$ cat config.mk
export PLATFORM = sky130hd
export DESIGN_NAME = rafw_mul
export DESIGN_NICKNAME = d
export VERILOG_FILES = /design/src/sv/rafw_pkg.sv /design/src/sv/rafw_mul.sv
export SDC_FILE = /design/constraint.sdc
export NUM_CORES = 2
export LEC_CHECK = 0
export BUFFER_PORTS_ARGS = -buffer_cell sky130_fd_sc_hd__buf_2
export CORE_MARGIN = 4
export CORE_UTILIZATION = 35
export CTS_CLUSTER_DIAMETER = 120
export DETAILED_ROUTE_END_ITERATION = 10
export GPL_TIMING_DRIVEN = 0
export PLACE_DENSITY = 0.55
export RECOVER_POWER = 50
export SYNTH_ARGS = -nofsm -noshare
export SYNTH_HDL_FRONTEND = slang
export SYNTH_SLANG_ARGS = --single-unit
$ cat constraint.sdc
create_clock -name clk -period 8.4 [get_ports clk]
set_input_delay 0.84 -clock clk [delete_from_list [all_inputs] [get_ports clk]]
set_output_delay 0.84 -clock clk [all_outputs]
set_load 0.01 [all_outputs]
$ cat src/sv/rafw_pkg.sv
// ----------------------------------------------------------------------------
// rafw_pkg: shared definitions for the range-add / range-sum Fenwick block
// Field widths, reset constants, mode codes and the multiplier request.
// ----------------------------------------------------------------------------
package rafw_pkg;

    localparam int SIZE_DEFAULT = 1024;

    // lengths and one-based indices on the ports
    localparam int LEN_W = 11;
    // walk indices: a node index plus its low bit can reach twice the length
    localparam int IDX_W = 12;
    localparam int AMT_W = 32;
    localparam int SUM_W = 64;

    // largest length the register can express
    localparam int LEN_MAX = 2047;

    localparam logic [LEN_W-1:0] LEN_RESET = 11'd1024;

    localparam logic MODE_ADD   = 1'b0;
    localparam logic MODE_QUERY = 1'b1;

    // request to the shared multiplier: a (64 bits) times b (IDX_W bits), low 64 bits
    typedef struct packed {
        logic             start;
        logic [SUM_W-1:0] a;
        logic [IDX_W-1:0] b;
    } mul_req_t;

endpackage

$ cat src/sv/rafw_mul.sv
// ----------------------------------------------------------------------------
// rafw_mul: multi-cycle 64 x 12 multiplier, low 64 bits of the product
// Two 32 x 12 partial products, one after the other, then one 64-bit add.
// ----------------------------------------------------------------------------
module rafw_mul (
    input  logic                           clk,
    input  logic                           rst_n,
    input  rafw_pkg::mul_req_t             req,
    output logic                           done,
    output logic [rafw_pkg::SUM_W-1:0]     prod
);

    localparam int HW = rafw_pkg::SUM_W / 2;
    localparam int BW = rafw_pkg::IDX_W;
    localparam int PW = HW + BW;

    typedef enum logic [1:0] {
        M_IDLE,
        M_LO,
        M_HI,
        M_SUM
    } phase_t;

    phase_t                      phase_reg;
    logic [rafw_pkg::SUM_W-1:0]  a_reg;
    logic [BW-1:0]               b_reg;
    logic [PW-1:0]               part_reg;
    logic [PW-1:0]               lo_reg;
    logic [rafw_pkg::SUM_W-1:0]  prod_reg;
    logic                        done_reg;

    always_ff @(posedge clk or negedge rst_n)
    begin
        if (!rst_n)
        begin
            phase_reg <= M_IDLE;
            done_reg  <= 1'b0;
        end
        else
        begin
            done_reg <= 1'b0;
            case (phase_reg)
                M_IDLE:
                begin
                    if (req.start)
                    begin
                        a_reg     <= req.a;
                        b_reg     <= req.b;
                        phase_reg <= M_LO;
                    end
                end
                M_LO:
                begin
                    part_reg  <= PW'(a_reg[HW-1:0]) * PW'(b_reg);
                    phase_reg <= M_HI;
                end
                M_HI:
                begin
                    lo_reg    <= part_reg;
                    part_reg  <= PW'(a_reg[rafw_pkg::SUM_W-1:HW]) * PW'(b_reg);
                    phase_reg <= M_SUM;
                end
                M_SUM:
                begin
                    // upper partial product only reaches the top half
                    prod_reg  <= rafw_pkg::SUM_W'(lo_reg) + {part_reg[HW-1:0], {HW{1'b0}}};
                    done_reg  <= 1'b1;
                    phase_reg <= M_IDLE;
                end
                default:
                begin
                    phase_reg <= M_IDLE;
                end
            endcase
        end
    end

    assign done = done_reg;
    assign prod = prod_reg;

endmodule

==> out/results.ini <==
[sta]
relSlewSlack = -1.682
period_needed_ps = 8028
finalHoldViolations = 0
slew_violations = 138
fmax_mhz = 124.6
tightest_slew_ps = 4020
setup_tns_ps = 0
finalCritPeriodShare = 0.9557
finClkSkew_ps = 42.44
setup_violations = 0
rsz0062_at_grt = false

[layout]
final_common_cell = inv_1
fillerInstances = 9047
multi_input_area_um2 = 21690
nNetsFinal = 4307
area_delta_synth_final_pct = 10.19
final_cell_mix = inv_1, nand2_1, fa_1, edfxtp_1, and2_1
drive_above_1_share = 0.06196
regArea_um2 = 6922
fin_cells = 4647

[yosys]
async_reset_ff_frac = 0.01299
syn-num-nets = 4128
ys_types = 69
yosysWarningCount = 0
syn-cell-area_um2 = 31840
synth_top_area_cell = fa_1
synth.area.top_cells = fa_1, edfxtp_1, inv_1
ys_seq_area_frac = 0.2174
synthCells = 3269
ys.flop_type = edfxtp_1
syn_area_per_cell_um2 = 9.739
yosysTopAreaCellShare = 0.3779
synth_seq_cells = 231
synth_edf_count = 228

[cts]
path_clk_slew_ps = 60
h-tree-depth = 1
cts.sinks = 231
clk_path_buf_depth = 3
tritoncts = yes
cts_buffers = 28
clock-root-buffer = clkbuf_16
clk_latency_ps = 630
hold_buffers = 0

[floorplan]
die_y_um = 309.6
io_pins = 144
dieArea_um2 = 95850
core_um2 = 90150
row_count = 110
die_w_um = 309.6
start_util = 0.3532

[routing]
via_count = 22332
drtIter0Drc = 1465
postRouteAntennaNets = 0
drc = 0
viasPerCell = 4.806
first_pass_iters = 5
post_drt_wl_per_cell_um = 19.45
drt_wl_total_um = 90380

[grt]
antenna_found_initial = 8
grt_max_degree = 65
grt_pass1_wl_um = 141800
grtUsageTotal = 0.1945
grt_pass1_vias = 23831
grt_overflow_total = 0

[placed_design]
port_buffers = 143
gp_congestion = 0.9074
dp_hpwl_um = 74710
dp.cells = 4591

[worst_hold_path]
hold_path_class = in2async

[critical_path]
regToRegSetupSlack_ps = 370
critPathTopFamily = adder cells
reg2reg_depth = 22
path_cells = clkbuf_1, clkbuf_1, and2_1, fa_1, fa_1, fa_1, fa_1, inv_1, fa_1, inv_1, ha_1, nand3_1, nor2_1, nand4b_1, a211oi_1, o21ai_0, nand2_1, nor2_1, o21ai_0, a311oi_1, xnor2_1, o211ai_1
endpoint_kind = register
start_kind = register
path_class = reg2reg
cp_num_buf_inv = 4
worst_path_most_repeated_cell = fa_1
slowest_stage = clkbuf_1
rr_endpoint = part_reg[43]$_DFFE_PP_
max_stage_delay_ps = 1000
rr_startpoint = b_reg[11]$_DFFE_PP_
crit_cells = 22
required_ps = 8730
crit_fanout = 10
cp.arrival_ps = 8360

[run_status]
violations = max-capacitance violations, max-slew violations
status = complete, but fails checks

[flow_run]
cap_violations = 3

[final cells by class]
class	instances	area share
clock inverters	24	0.007989
flip-flops and latches	231	0.1973
diodes	1	0.00007133
well taps	1176	0.04194
inverters	687	0.07351
clock buffers	28	0.01997
repair buffers	150	0.02240
multi-input cells	2178	0.6182
plain buffers	172	0.01862
[timing repair]
| item | 4_1_cts | 5_1_grt |
|---|---|---|
| endpoints found under the setup margin | 0 | 9 |
| resized for setup | 0 | 2 |
| buffers inserted | 0 | 4 |
[synth_stat cells, drive strengths merged, types with 3 or more instances]
cell type and count:
ha 179, or3 3, clkbuf 170, a221oi 5, nand2 629, o21a 10
a211oi 11, mux2 4, and4 3, inv 687, edfxtp 228, nor4b 3
o211ai 8, a311oi 3, xnor2 65, nand2b 12, o21ai 68, a31oi 8
o31ai 10, and2 216, nor2b 9, and3 11, nand4 13, a21oi 95
mux2i 7, nor2 57, buf 3, o21bai 6, fa 601, a21boi 4
dfrtp 3, a21o 43, nand3 21, nor3 13, o41ai 3, xor2 32
[metal layers]
layer  up-vias  global-route usage  routed length [µm]
met5         -                   0                   0
met1     11297              0.2706               40440
li1      10268                   -                   -
met2       658              0.3122               40620
met4         0             0.05912                3198
met3       109             0.03441                6120
[worst max path at each step]
stage               slack, ps                      to           startpoint
finish                    370  part_reg[43]$_DFFE_PP_  b_reg[11]$_DFFE_PP_
global route               20  part_reg[43]$_DFFE_PP_  b_reg[11]$_DFFE_PP_
CTS                        50  part_reg[43]$_DFFE_PP_   b_reg[6]$_DFFE_PP_
detailed placement        110  part_reg[43]$_DFFE_PP_   b_reg[6]$_DFFE_PP_
global placement           70  part_reg[43]$_DFFE_PP_   b_reg[6]$_DFFE_PP_
floorplan                2500  part_reg[42]$_DFFE_PP_   b_reg[6]$_DFFE_PP_
[logic make-up after synthesis]
family | share of synthesized area
and+or+nand+nor | 0.1420
xor gates and xnor gates | 0.02669
muxes | 0.003616
adders and majority gates | 0.4483
AOI/OAI and AO/OA | 0.06064
buffers and inverters | 0.1014
DFF | 0.2174
[per-stage QoR]
step                area (µm²)  setup WS [ps]  hold WS [ps]    util
finish                   35080          372.2         114.4  0.3891
floorplan                31840           2501         400.3       -
detailed placement       34100          111.7         404.5  0.3783
CTS                      35080          53.63         10.39  0.3892
global placement         34020          67.14         402.5  0.3774
global route             35080          17.27         107.2  0.3891
Power is not shown: default switching activity piles up to over one toggle a cycle in this logic, so the estimate is an artifact.
